### src/rtl/rlkp_pkg.sv
// rlkp_pkg: shared constants, codes, keyword tables and structs for the
// response line keyword parser; no dependencies
`timescale 1ns / 1ps
`default_nettype none

package rlkp_pkg;

  localparam int LINE_BYTES    = 64;
  localparam int PAYLOAD_BYTES = 32;
  localparam int BODY_CAP      = LINE_BYTES - 1;
  localparam int PAY_CAP       = PAYLOAD_BYTES - 1;
  localparam int CNT_W         = $clog2(LINE_BYTES);
  localparam int ADDR_W        = $clog2(BODY_CAP);
  localparam int QR_PRE_LEN    = 3;
  localparam int PREFIX_LEN    = 4;
  localparam int KW_NUM        = 10;
  localparam int KW_EXACT      = 9;
  localparam int KW_QR         = 9;
  localparam int KW_TXT_W      = 8 * 14;

  localparam logic [3:0] ST_UNKNOWN  = 4'd0;
  localparam logic [3:0] ST_INIT_OK  = 4'd1;
  localparam logic [3:0] ST_QR_FOUND = 4'd2;
  localparam logic [3:0] ST_QR_INVAL = 4'd3;
  localparam logic [3:0] ST_PHOTO    = 4'd4;
  localparam logic [3:0] ST_SAVE_OK  = 4'd5;
  localparam logic [3:0] ST_SHUTDOWN = 4'd6;
  localparam logic [3:0] ST_SD_ERR   = 4'd7;
  localparam logic [3:0] ST_CAM_ERR  = 4'd8;
  localparam logic [3:0] ST_STOR_ERR = 4'd9;
  localparam logic [3:0] ST_PARSE    = 4'd10;

  localparam logic [7:0] CH_CR = 8'h0d;
  localparam logic [7:0] CH_LF = 8'h0a;

  typedef struct packed {
    logic              en;
    logic [ADDR_W-1:0] addr;
    logic [7:0]        data;
  } body_wr_t;

  typedef struct packed {
    logic [3:0]       status;
    logic [CNT_W-1:0] plen;
  } line_info_t;

  function automatic logic [7:0] rsp_char(input logic [1:0] idx);
    logic [7:0] ch;
    case (idx)
      2'd0:    ch = "R";
      2'd1:    ch = "S";
      2'd2:    ch = "P";
      default: ch = ":";
    endcase
    return ch;
  endfunction

  function automatic logic [3:0] kw_len(input logic [3:0] k);
    logic [3:0] len;
    unique case (k)
      4'd0:    len = 4'd7;
      4'd1:    len = 4'd10;
      4'd2:    len = 4'd11;
      4'd3:    len = 4'd7;
      4'd4:    len = 4'd14;
      4'd5:    len = 4'd6;
      4'd6:    len = 4'd7;
      4'd7:    len = 4'd11;
      4'd8:    len = 4'd9;
      4'd9:    len = 4'd3;
      default: len = 4'd0;
    endcase
    return len;
  endfunction

  function automatic logic [3:0] kw_code(input logic [3:0] k);
    logic [3:0] code;
    unique case (k)
      4'd0:    code = ST_INIT_OK;
      4'd1:    code = ST_QR_INVAL;
      4'd2:    code = ST_PHOTO;
      4'd3:    code = ST_SAVE_OK;
      4'd4:    code = ST_SHUTDOWN;
      4'd5:    code = ST_SD_ERR;
      4'd6:    code = ST_CAM_ERR;
      4'd7:    code = ST_STOR_ERR;
      4'd8:    code = ST_PARSE;
      4'd9:    code = ST_QR_FOUND;
      default: code = ST_UNKNOWN;
    endcase
    return code;
  endfunction

  // text is right aligned: the last character sits in the low byte
  function automatic logic [7:0] kw_char(input logic [3:0] k, input logic [3:0] idx);
    logic [KW_TXT_W-1:0] txt;
    int                  sh;
    unique case (k)
      4'd0:    txt = KW_TXT_W'("INIT_OK");
      4'd1:    txt = KW_TXT_W'({"QR_", "INVALID"});
      4'd2:    txt = KW_TXT_W'({"PHOTO_", "READY"});
      4'd3:    txt = KW_TXT_W'("SAVE_OK");
      4'd4:    txt = KW_TXT_W'({"SHUTDOWN_", "READY"});
      4'd5:    txt = KW_TXT_W'("SD_ERR");
      4'd6:    txt = KW_TXT_W'("CAM_ERR");
      4'd7:    txt = KW_TXT_W'({"STORAGE_", "ERR"});
      4'd8:    txt = KW_TXT_W'("ERR:PARSE");
      4'd9:    txt = KW_TXT_W'("QR:");
      default: txt = '0;
    endcase
    sh = 8 * (int'(kw_len(k)) - 1 - int'(idx));
    if (sh < 0) begin
      return 8'd0;
    end
    return txt[sh +: 8];
  endfunction

endpackage

`default_nettype wire

### src/rtl/rlkp_body_mem.sv
// rlkp_body_mem: body byte store, one write port and one registered read port
// depends on rlkp_pkg
`timescale 1ns / 1ps
`default_nettype none

module rlkp_body_mem (
  input  wire logic                      clk_i,
  input  wire rlkp_pkg::body_wr_t        wr_i,
  input  wire logic                      rd_en_i,
  input  wire logic [rlkp_pkg::ADDR_W-1:0] rd_addr_i,
  output logic [7:0]                     rd_data_o
);
  import rlkp_pkg::*;

  logic [7:0] mem [BODY_CAP];
  logic [7:0] rd_data_q;

  always_ff @(posedge clk_i) begin
    if (wr_i.en) begin
      mem[wr_i.addr] <= wr_i.data;
    end
  end

  always_ff @(posedge clk_i) begin
    if (rd_en_i) begin
      rd_data_q <= mem[rd_addr_i];
    end
  end

  assign rd_data_o = rd_data_q;

endmodule

`default_nettype wire

### src/rtl/rlkp_line_track.sv
// rlkp_line_track: prefix check, body write control, trailing cr/lf trim and
// running keyword match for the current line; depends on rlkp_pkg
`timescale 1ns / 1ps
`default_nettype none

module rlkp_line_track (
  input  wire logic                 clk_i,
  input  wire logic                 rst_ni,
  input  wire logic                 byte_valid_i,
  input  wire logic [7:0]           byte_i,
  input  wire logic                 clear_i,
  output rlkp_pkg::body_wr_t        wr_o,
  output rlkp_pkg::line_info_t      info_o
);
  import rlkp_pkg::*;

  logic [2:0]       prog_q, prog_d;
  logic             fail_q, fail_d;
  logic             zero_q, zero_d;
  logic [CNT_W-1:0] count_q, count_d;
  logic [CNT_W-1:0] used_q, used_d;
  logic [KW_NUM-1:0] match_q, match_d;
  logic             body_wr;
  logic [CNT_W-1:0] plen;

  always_comb begin
    prog_d  = prog_q;
    fail_d  = fail_q;
    zero_d  = zero_q;
    count_d = count_q;
    used_d  = used_q;
    match_d = match_q;
    body_wr = 1'b0;
    if (clear_i) begin
      prog_d  = '0;
      fail_d  = 1'b0;
      zero_d  = 1'b0;
      count_d = '0;
      used_d  = '0;
      match_d = '1;
    end else if (byte_valid_i && !zero_q && !fail_q) begin
      if (byte_i == 8'd0) begin
        zero_d = 1'b1;
      end else if (prog_q < 3'(PREFIX_LEN)) begin
        if (byte_i == rsp_char(prog_q[1:0])) begin
          prog_d = prog_q + 3'd1;
        end else begin
          fail_d = 1'b1;
        end
      end else if (count_q < CNT_W'(BODY_CAP)) begin
        body_wr = 1'b1;
        count_d = count_q + CNT_W'(1);
        if (byte_i != CH_CR && byte_i != CH_LF) begin
          used_d = count_q + CNT_W'(1);
        end
        for (int k = 0; k < KW_NUM; k++) begin
          if (count_q < CNT_W'(kw_len(4'(k))) &&
              byte_i != kw_char(4'(k), count_q[3:0])) begin
            match_d[k] = 1'b0;
          end
        end
      end
    end
  end

  always_ff @(posedge clk_i or negedge rst_ni) begin
    if (!rst_ni) begin
      prog_q  <= '0;
      fail_q  <= 1'b0;
      zero_q  <= 1'b0;
      count_q <= '0;
      used_q  <= '0;
      match_q <= '1;
    end else begin
      prog_q  <= prog_d;
      fail_q  <= fail_d;
      zero_q  <= zero_d;
      count_q <= count_d;
      used_q  <= used_d;
      match_q <= match_d;
    end
  end

  assign wr_o.en   = body_wr;
  assign wr_o.addr = count_q[ADDR_W-1:0];
  assign wr_o.data = byte_i;

  always_comb begin
    plen = used_q - CNT_W'(QR_PRE_LEN);
    if (plen > CNT_W'(PAY_CAP)) begin
      plen = CNT_W'(PAY_CAP);
    end
  end

  always_comb begin
    info_o.status = ST_UNKNOWN;
    info_o.plen   = '0;
    if (!fail_q && prog_q == 3'(PREFIX_LEN)) begin
      for (int k = KW_EXACT - 1; k >= 0; k--) begin
        if (match_q[k] && used_q == CNT_W'(kw_len(4'(k)))) begin
          info_o.status = kw_code(4'(k));
        end
      end
      if (info_o.status == ST_UNKNOWN && match_q[KW_QR] &&
          used_q >= CNT_W'(QR_PRE_LEN)) begin
        info_o.status = ST_QR_FOUND;
        info_o.plen   = plen;
      end
    end
  end

endmodule

`default_nettype wire

### src/rtl/response_line_keyword_parser.sv
// response_line_keyword_parser: top level with end-of-line sequencer and
// output register; depends on rlkp_pkg, rlkp_line_track, rlkp_body_mem
//
// input stream: s_axis_tdata_i carries a line character, s_axis_tuser_i marks
// end of line (tdata ignored then). characters produce no output; they are
// accepted whenever the sequencer is idle.
// output stream: one transaction per payload byte of a "QR:" line, then one
// final transaction with tlast high that carries the status code.
// the prefix check and keyword match run as each character is stored, so an
// end-of-line transaction without payload yields its final result in the next
// cycle. payload bytes come from the body memory, each one read and then
// loaded into the output register, and no further input is taken until the
// final transaction has been loaded into the output register.
// characters are still accepted while a final result waits in the output
// register; an end-of-line transaction waits until the register is free.
// a receiver stall holds the output register and the sequencer.
// reset clears the line state and the output valid; the body memory needs no
// clearing since only bytes written for the current line are read.
`timescale 1ns / 1ps
`default_nettype none

module response_line_keyword_parser (
  input  wire logic        clk_i,
  input  wire logic        rst_ni,
  input  wire logic        s_axis_tvalid_i,
  output logic             s_axis_tready_o,
  input  wire logic [7:0]  s_axis_tdata_i,   // [7:0] char_byte
  input  wire logic        s_axis_tuser_i,   // [0] mode
  output logic             m_axis_tvalid_o,
  input  wire logic        m_axis_tready_i,
  output logic [15:0]      m_axis_tdata_o,   // [3:0] status, [11:4] payload_byte
  output logic             m_axis_tuser_o,   // [0] payload_valid
  output logic             m_axis_tlast_o
);
  import rlkp_pkg::*;

  localparam logic [1:0] S_IDLE = 2'd0;
  localparam logic [1:0] S_RD   = 2'd1;
  localparam logic [1:0] S_LD   = 2'd2;
  localparam logic [1:0] S_FIN  = 2'd3;

  logic [1:0]        state_q, state_d;
  logic [ADDR_W-1:0] ptr_q, ptr_d;
  logic [CNT_W-1:0]  left_q, left_d;
  logic [3:0]        status_q, status_d;

  logic              m_valid_q, m_valid_d;
  logic [3:0]        m_status_q, m_status_d;
  logic [7:0]        m_byte_q, m_byte_d;
  logic              m_user_q, m_user_d;
  logic              m_last_q, m_last_d;

  logic              out_free;
  logic              in_acc;
  logic              eol_acc;
  logic              rd_en;
  logic [7:0]        rd_data;
  body_wr_t          wr;
  line_info_t        info;

  assign out_free        = !m_valid_q || m_axis_tready_i;
  assign s_axis_tready_o = (state_q == S_IDLE) && (!s_axis_tuser_i || out_free);
  assign in_acc          = s_axis_tvalid_i && s_axis_tready_o;
  assign eol_acc         = in_acc && s_axis_tuser_i;

  rlkp_line_track u_track (
    .clk_i        (clk_i),
    .rst_ni       (rst_ni),
    .byte_valid_i (in_acc && !s_axis_tuser_i),
    .byte_i       (s_axis_tdata_i),
    .clear_i      (eol_acc),
    .wr_o         (wr),
    .info_o       (info)
  );

  rlkp_body_mem u_mem (
    .clk_i     (clk_i),
    .wr_i      (wr),
    .rd_en_i   (rd_en),
    .rd_addr_i (ptr_q),
    .rd_data_o (rd_data)
  );

  always_comb begin
    state_d    = state_q;
    ptr_d      = ptr_q;
    left_d     = left_q;
    status_d   = status_q;
    rd_en      = 1'b0;
    m_valid_d  = m_valid_q && !m_axis_tready_i;
    m_status_d = m_status_q;
    m_byte_d   = m_byte_q;
    m_user_d   = m_user_q;
    m_last_d   = m_last_q;
    unique case (state_q)
      S_IDLE: begin
        if (eol_acc) begin
          if (info.plen != '0) begin
            ptr_d    = ADDR_W'(QR_PRE_LEN);
            left_d   = info.plen;
            status_d = info.status;
            state_d  = S_RD;
          end else begin
            m_valid_d  = 1'b1;
            m_status_d = info.status;
            m_byte_d   = 8'd0;
            m_user_d   = 1'b0;
            m_last_d   = 1'b1;
          end
        end
      end
      S_RD: begin
        rd_en   = 1'b1;
        state_d = S_LD;
      end
      S_LD: begin
        if (out_free) begin
          m_valid_d  = 1'b1;
          m_status_d = ST_QR_FOUND;
          m_byte_d   = rd_data;
          m_user_d   = 1'b1;
          m_last_d   = 1'b0;
          ptr_d      = ptr_q + ADDR_W'(1);
          left_d     = left_q - CNT_W'(1);
          state_d    = (left_q == CNT_W'(1)) ? S_FIN : S_RD;
        end
      end
      S_FIN: begin
        if (out_free) begin
          m_valid_d  = 1'b1;
          m_status_d = status_q;
          m_byte_d   = 8'd0;
          m_user_d   = 1'b0;
          m_last_d   = 1'b1;
          state_d    = S_IDLE;
        end
      end
      default: state_d = S_IDLE;
    endcase
  end

  always_ff @(posedge clk_i or negedge rst_ni) begin
    if (!rst_ni) begin
      state_q   <= S_IDLE;
      ptr_q     <= '0;
      left_q    <= '0;
      m_valid_q <= 1'b0;
    end else begin
      state_q   <= state_d;
      ptr_q     <= ptr_d;
      left_q    <= left_d;
      m_valid_q <= m_valid_d;
    end
  end

  always_ff @(posedge clk_i) begin
    status_q   <= status_d;
    m_status_q <= m_status_d;
    m_byte_q   <= m_byte_d;
    m_user_q   <= m_user_d;
    m_last_q   <= m_last_d;
  end

  assign m_axis_tvalid_o = m_valid_q;
  assign m_axis_tdata_o  = {4'd0, m_byte_q, m_status_q};
  assign m_axis_tuser_o  = m_user_q;
  assign m_axis_tlast_o  = m_last_q;

`ifndef SYNTHESIS
  a_payload_is_qr: assert property (@(posedge clk_i) disable iff (!rst_ni)
    m_axis_tvalid_o && m_axis_tuser_o |-> m_axis_tdata_o[3:0] == ST_QR_FOUND
      && !m_axis_tlast_o)
    else $error("payload transaction without qr status or with tlast");

  a_final_no_payload: assert property (@(posedge clk_i) disable iff (!rst_ni)
    m_axis_tvalid_o && m_axis_tlast_o |-> m_axis_tdata_o[11:4] == 8'd0)
    else $error("final transaction carries a payload byte");

  a_ld_after_rd: assert property (@(posedge clk_i) disable iff (!rst_ni)
    state_q == S_LD |-> $past(state_q) == S_RD || $past(state_q) == S_LD)
    else $error("payload load without a preceding memory read");

  a_left_nonzero: assert property (@(posedge clk_i) disable iff (!rst_ni)
    state_q == S_RD || state_q == S_LD |-> left_q != '0)
    else $error("payload sequencer running with no bytes left");
`endif

endmodule

`default_nettype wire
### config.mk
export PLATFORM = sky130hd
export DESIGN_NAME = response_line_keyword_parser
export DESIGN_NICKNAME = d
export VERILOG_FILES = /design/src/rtl/rlkp_pkg.sv /design/src/rtl/rlkp_body_mem.sv /design/src/rtl/rlkp_line_track.sv /design/src/rtl/response_line_keyword_parser.sv
export SDC_FILE = /design/constraint.sdc
export NUM_CORES = 1
export LEC_CHECK = 0
export BUFFER_PORTS_ARGS = -buffer_cell sky130_fd_sc_hd__buf_2
export CAP_MARGIN = 0
export CORE_UTILIZATION = 30
export CTS_BUF_LIST = sky130_fd_sc_hd__clkbuf_2
export CTS_CLUSTER_SIZE = 14
export DETAILED_ROUTE_END_ITERATION = 10
export GPL_ROUTABILITY_DRIVEN = 0
export SLEW_MARGIN = 20
export SYNTH_ARGS = -nofsm -noshare
export SYNTH_HDL_FRONTEND = slang
export SYNTH_HIERARCHICAL = 1
export SYNTH_SLANG_ARGS = --single-unit
### constraint.sdc
create_clock -name clk_i -period 5.8 [get_ports clk_i]
set_input_delay 0 -clock clk_i [delete_from_list [all_inputs] [get_ports clk_i]]
set_output_delay 0 -clock clk_i [all_outputs]
set_load 0.02 [all_outputs]
# Word level (Yosys, flattened, before mapping)

Memory sizes are Yosys's and may differ from the RTL's. A register that Yosys moved wholly into a read port is not among the register bits.
Cells that the tools add are included.

Flip-flop bits (word level): 60
Latch bits: 0
RAM bits: 504
Memory bits (read-only): 0
Bits of input ports: 13
Word-level logic and storage cells: 487
Memories kept: 1

$add $sub $neg: 19
$mul: 0
Div/mod/pow operators: 0
Order comparisons: 18
Equality and inequality tests: 34
Shifts and indexed selects: 10
Muxes and demuxes: 301
Bitwise operators: 0
Reduce and logical (&&, ||, !) cells: 80

Memory list:

| name      | words | bits a word | rd ports | clocked after Yosys merged registers in | write ports | RTL line            | text |
|---|---|---|---|---|---|---|---|
| u_mem.mem | 63    | 8           | 1        | 1                                       | 1           | rlkp_body_mem.sv:15 | `logic [7:0] mem [BODY_CAP];` |

Operators by type and width:

| operator                                                    | number |
|---|---|
| two-way mux 112 bit                                         | 50 |
| indexed part select 112 x 32 -> 8 bit                       | 10 |
| two-way mux 8 bit                                           | 75 |
| less-than comparator 32 x 1 -> 1 bit, second input constant | 7 |
| two-way mux 4 bit                                           | 55 |
| subtractor 29 x 5 -> 29 bit                                 | 7 |
| two-way mux 6 bit                                           | 18 |
| != test 8 bit                                               | 10 |
| two-way mux 1 bit                                           | 77 |
| two-way mux 10 bit                                          | 7 |
| AND reduction 5 bit                                         | 12 |
| less-than comparator 6 x 4 -> 1 bit                         | 7 |
| equality test 6 x 4 -> 1 bit                                | 6 |
| subtractor 4 x 1 -> 5 bit, second input constant            | 7 |
| nonzero test 2 bit                                          | 17 |
| logical AND 1 bit                                           | 30 |
| case mux 6 bit (2 select lines)                             | 2 |
| case mux 8 bit (3 select lines)                             | 1 |
| case mux 7 bit (3 select lines)                             | 1 |
| AND reduction 4 bit                                         | 5 |
| != test 8 x 4 -> 1 bit, second input constant               | 2 |
| two-way mux 3 bit                                           | 5 |
| != test 2 bit, second input constant                        | 7 |
| adder 6 x 1 -> 6 bit, second input constant                 | 2 |
| other kinds (28)                                            | 42 |

# Longest topological paths before layout

Depth after elaboration: 33
Mapped depth: 15

# Cells and area by module

Netlist, hierarchy kept.

Modules (own cells, without submodules):

| module                       | times used | cells each | area each (um2) |
|---|---|---|---|
| rlkp_body_mem                | 1          | 949        | 19890.3 |
| rlkp_line_track              | 1          | 597        | 4201.5 |
| response_line_keyword_parser | 1          | 146        | 1606.5 |

# Least setup slack after synthesis

Ideal clock, no wire load.

Path kind: reg-to-reg
From: register u_track.used_q[2]
To: register m_last_q (netlist: m_axis_tlast_o), enable pin
Setup time: 0.365 ns
Data arrival time: 2.848 ns
Path slack: 2.587 ns
Stages on the path, launching flop included: 12
Buffers on the path: 1
Clock period less this slack: 3.213 ns
Cells stage by stage: dfrtp_1 clkbuf_1 nor4b_2 nand3_1 o211ai_1 nand2_1 and4_1 nand3_1 a21oi_1 or4_1 nor3_1 a22o_1

RTL lines:

| what                     | RTL line                            | text |
|---|---|---|
| start: declaration       | rlkp_line_track.sv:21               | `logic [CNT_W-1:0] used_q, used_d;` |
| start signal: assignment | rlkp_line_track.sv:79               | `used_q <= used_d;` |
| end signal: assignment   | response_line_keyword_parser.sv:161 | `m_last_q <= m_last_d;` |
| end: declaration         | response_line_keyword_parser.sv:51  | `logic m_last_q, m_last_d;` |

# Worst setup path in the final report

From: register u_track.count_q[1]
To: register u_track.match_q[3]

Word-level cells in the longest chain between the ends: 18
Elaborated cells between the ends (all ways): 22
Classes of those cells: 1 x add/sub; 3 x order compare; 1 x eq/ne; 1 x shift; 12 x mux; 4 x reduce/logical

Ends and longest elaborated chain:

| what                                 | RTL line              | text |
|---|---|---|
| start: declaration                   | rlkp_line_track.sv:20 | `logic [CNT_W-1:0] count_q, count_d;` |
| start signal: assignment             | rlkp_line_track.sv:78 | `count_q <= count_d;` |
| subtractor 29 x 5 -> 29 bit          | rlkp_pkg.sv:111       | `sh = 8 * (int'(kw_len(k)) - 1 - int'(idx));` |
| less-than comparator 32 x 1 -> 1 bit | rlkp_pkg.sv:112       | `if (sh < 0) begin` |
| two-way mux 1 bit                    | rlkp_pkg.sv:112       |  |
| two-way mux 1 bit                    | rlkp_line_track.sv:50 | `end else if (count_q < CNT_W'(BODY_CAP)) begin` |
| two-way mux 1 bit                    | rlkp_line_track.sv:44 | `end else if (prog_q < 3'(PREFIX_LEN)) begin` |
| two-way mux 1 bit                    | rlkp_line_track.sv:42 | `if (byte_i == 8'd0) begin` |
| two-way mux 1 bit                    | rlkp_line_track.sv:41 | `end else if (byte_valid_i && !zero_q && !fail_q) begin` |
| two-way mux 1 bit                    | rlkp_line_track.sv:34 | `if (clear_i) begin` |
| (+2 left out)                        | --                    |  |
| two-way mux 8 bit                    | rlkp_line_track.sv:44 |  |
| two-way mux 8 bit                    | rlkp_line_track.sv:42 |  |
| two-way mux 8 bit                    | rlkp_line_track.sv:41 |  |
| two-way mux 8 bit                    | rlkp_line_track.sv:34 |  |
| != test 8 bit                        | rlkp_line_track.sv:58 | `byte_i != kw_char(4'(k), count_q[3:0])) begin` |
| logical AND 1 bit                    | rlkp_line_track.sv:57 | `if (count_q < CNT_W'(kw_len(4'(k))) &&` |
| nonzero test 2 bit (no line)         | --                    |  |
| AND reduction 5 bit (no line) (*)    | --                    |  |
| end signal: assignment               | rlkp_line_track.sv:80 | `match_q <= match_d;` |
| end: declaration                     | rlkp_line_track.sv:22 | `logic [KW_NUM-1:0] match_q, match_d;` |

Every way passes the cells marked *; elsewhere a longest branch is shown, timed or not. The select of a mux whose other input is x is not followed.
A chain may end at the register's enable or synchronous reset.

==> reports/qor.yml <==
antenna_left: 0
ys_warn_count: 6
synth_cell_type_count: 87
core.rowCount: 106
cp-end-kind: "register"
wl_um: 66800
tritoncts: "done"
synth_top_cell_by_area: "edfxtp_1"
rsz0062_at_grt: "false"
grt_pass1_vias: 16100
hold_class: "in2reg"
drt_first_pass_iters: 7
hpwl_um: 39900
first_iter_violations: 1649
timing.setup.tns_ns: 0
met1Wirelength_um: 28400
p_leak_nw: 9.33
crit_type: "reg2reg"
nNetsFinal: 1842
worst_pin_slew_ns: 1.14
initial_core_util: 0.305
clk_pin_slew_worst_paths_ns: 0.11
synth_ff_type: "edfxtp_1"
dr_wl_met3_um: 4690
netlist_top_cells_area: "edfxtp_1 62%, mux4_2 10%, dfrtp_1 3.1%"
synth-edff-count: 530
stdcell_area_mm2: 0.0286
post_drt_wl_per_cell_um: 21.8
drive_above_1_share: 0.228
ys_ff_latch: 572
intPower_mw: 7.19
core_area_mm2: 0.0842
ys_seq_area_frac: 0.661
dpl_cell_area_mm2: 0.0268
die_w_um: 295
htree_levels: 4
post-cts-setup-buffers: 0
routed.top_layer: "met4"
grt_pass1_wl_um: 99800
viasPerCell: 5.24
async_flop_share: 0.0734
setup_viol: 0
clockRootBuffer: "clkbuf_2"
synth_area_per_cell_um2: 15.2
cts.sinks: 572
clkPwrFrac: 0.249
min_period_ns: 4.88
slew_violations: 0
fin_skew_ns: 0.0693
min_period_over_period: 0.842
slew_headroom: 0.242
multi_input_area_mm2: 0.00798
cts_buffers: 139
fillers: 8107
overflow: 0
power.density_mw_per_mm2: 382
yosysTopAreaCellShare: 0.619
run_status: "completed"
critical_path.max_fanout: 33
dieArea_mm2: 0.0868
holdBufCountCts: 42
seq_power_share: 0.463
cts_resized: 0
max_freq_ghz: 0.205
cp.required_ns: 6.99
synthesis.area_mm2: 0.0257
synthCells: 1692
clkLatencyLatePin_ns: 1.32
drc: 0
ios: 33
grt_max_degree: 77
cp-start-kind: "register"
clk_path_buf_depth: 3
antenna_found_initial: 2
area_growth_pct: 11.3
switchingPower_mw: 3.74
drv_cap: 0
comb_power_share: 0.288
portBuffers: 28
dieHeight_um: 295
ir_drop_mv: 0.188
met2_length_um: 31800
finalHoldViolCount: 0
num_vias: 16000
register_area_mm2: 0.0170
netSwitchingFraction: 0.342
critPathArrivalTime_ns: 6.08
grt_util_all_layers: 0.155
[cell usage in the layout, fill, tap and decap left out, types with 6 or more instances in the layout]
cell and n:
a211oi_1 9, a21o_1 11, a21oi_1 65, a221oi_1 7
a22o_1 14, a22oi_1 16, a31oi_1 17, and2_1 15
buf_2 28, buf_4 24, clkbuf_2 200, clkinv_1 41
dfrtp_1 27, dfstp_2 10, dlygate4sd3_1 40, edfxtp_1 530
ha_1 22, inv_1 23, inv_2 7, mux2_2 8
mux2i_1 35, mux4_2 115, nand2_1 85, nand2b_1 24
nand3_1 50, nand3b_1 7, nand4_1 17, nor2_1 134
nor2b_1 19, nor3_1 32, o211ai_1 13, o21ai_0 51
o21ai_1 9, o22ai_1 15, o31ai_1 16, or3_1 6
xnor2_1 31, xor2_1 13
[kinds of logic (layout without fill, tap and decap cells)]
kind of cell             Yosys count  after routing  synth area share
other                              2             10          0.000292
buffers and inverters            152            379            0.0295
AND/OR/NAND/NOR                  431            431            0.0828
adder cells (fa/ha/maj)           23             23            0.0111
AO/OA/AOI/OAI                    309            309            0.0821
flip-flops                       572            572             0.661
XOR/XNOR                          45             45            0.0156
multiplexers                     158            158             0.118
[synth_stat cells (all sizes together), types with 18 or more instances]
| library cell | instances |
|---|---|
| dfrtp | 32 |
| clkbuf | 61 |
| nand2b | 24 |
| buf | 62 |
| nand3 | 50 |
| ha | 22 |
| nor2b | 20 |
| mux2i | 35 |
| xnor2 | 32 |
| and2 | 18 |
| a21oi | 66 |
| o21ai | 60 |
| a31oi | 18 |
| mux4 | 115 |
| nor3 | 34 |
| inv | 26 |
| edfxtp | 530 |
| nor2 | 134 |
| nand2 | 85 |
[final cells by class]
class	instances	area share
antenna	5	0.000437
clock inverter	56	0.0115
timing repair buffer	94	0.0266
tap	1134	0.0496
sequential	572	0.594
inverter	29	0.00381
multi-input combinational	971	0.279
clock buffer	200	0.0350
[worst max-delay path, cell delays in order, from the launching register on]
cell	delay, ns
dfrtp_1	0.37
buf_4	0.33
clkinv_1	0.47
ha_1	0.91
inv_1	0.47
nor2_1	0.42
nand3_1	0.12
a21oi_1	0.18
a31oi_1	0.07
dlygate4sd3_1	0.64
o31ai_1	0.23
dlygate4sd3_1	0.58
[registers in the layout, indices dropped and copies added (netlist names)]
signal,cells
u_mem/mem,504
u_track/match_q,10
m_byte_q,8
u_mem/rd_data_o,8
left_q,6
ptr_q,6
u_track/count_q,6
u_track/used_q,6
m_status_q,4
status_q,4
u_track/prog_q,3
state_q,2
m_axis_tlast_o,1
m_axis_tuser_o,1
m_axis_tvalid_o,1
u_track/fail_q,1
u_track/zero_q,1
[routing by layer]
layer  GRT usage  vias to the layer above
li1            -                     6995
met1       0.207                     8163
met2       0.244                      772
met3      0.0299                      118
met4      0.0681                        0
met5           0                        -
[power groups by stage]
stage	Clock (mW)	Combinational, mW	Sequential, mW
after floorplan	0	2.48	4.93
after global placement	0	3.04	5.14
after detailed placement	0	3.08	5.15
after CTS	2.81	3.13	5.06
after global routing	3.00	3.35	5.10
final	2.72	3.15	5.06
[through the flow]
step	utilization	power [mW]	hold slack [ns]	setup slack [ns]	cells
after floorplan	-	7.41	-0.296	2.59	1695
after global placement	0.319	8.18	0.126	1.38	2758
after detailed placement	0.319	8.23	0.136	1.20	2758
after CTS	0.339	11.0	0.111	0.951	3056
after global routing	0.340	11.4	0.237	0.654	3058
final	0.340	10.9	0.294	0.916	3061
[worst paths after layout]
path / start / endpoint / slack, ns / cells after the start
setup / recovery: u_track/count_q[1]$_DFFE_PN0P_ / u_track/match_q[3]$_DFFE_PN1P_ / 0.92 / 11
hold / removal: m_axis_tready_i / state_q[0]$_DFFE_PN0P_ / 0.29 / 6
setup reg to reg: u_track/count_q[1]$_DFFE_PN0P_ / u_track/match_q[3]$_DFFE_PN1P_ / 0.92 / 11
hold reg to reg: u_track/match_q[8]$_DFFE_PN1P_ / u_track/match_q[8]$_DFFE_PN1P_ / 0.52 / 1
max in group asynchronous: rst_ni / u_track/used_q[5]$_DFFE_PN0P_ / 5.05 / 6
min in group asynchronous: rst_ni / u_track/match_q[5]$_DFFE_PN1P_ / 0.51 / 5
No activity file was read; power rests on OpenSTA's default activity.
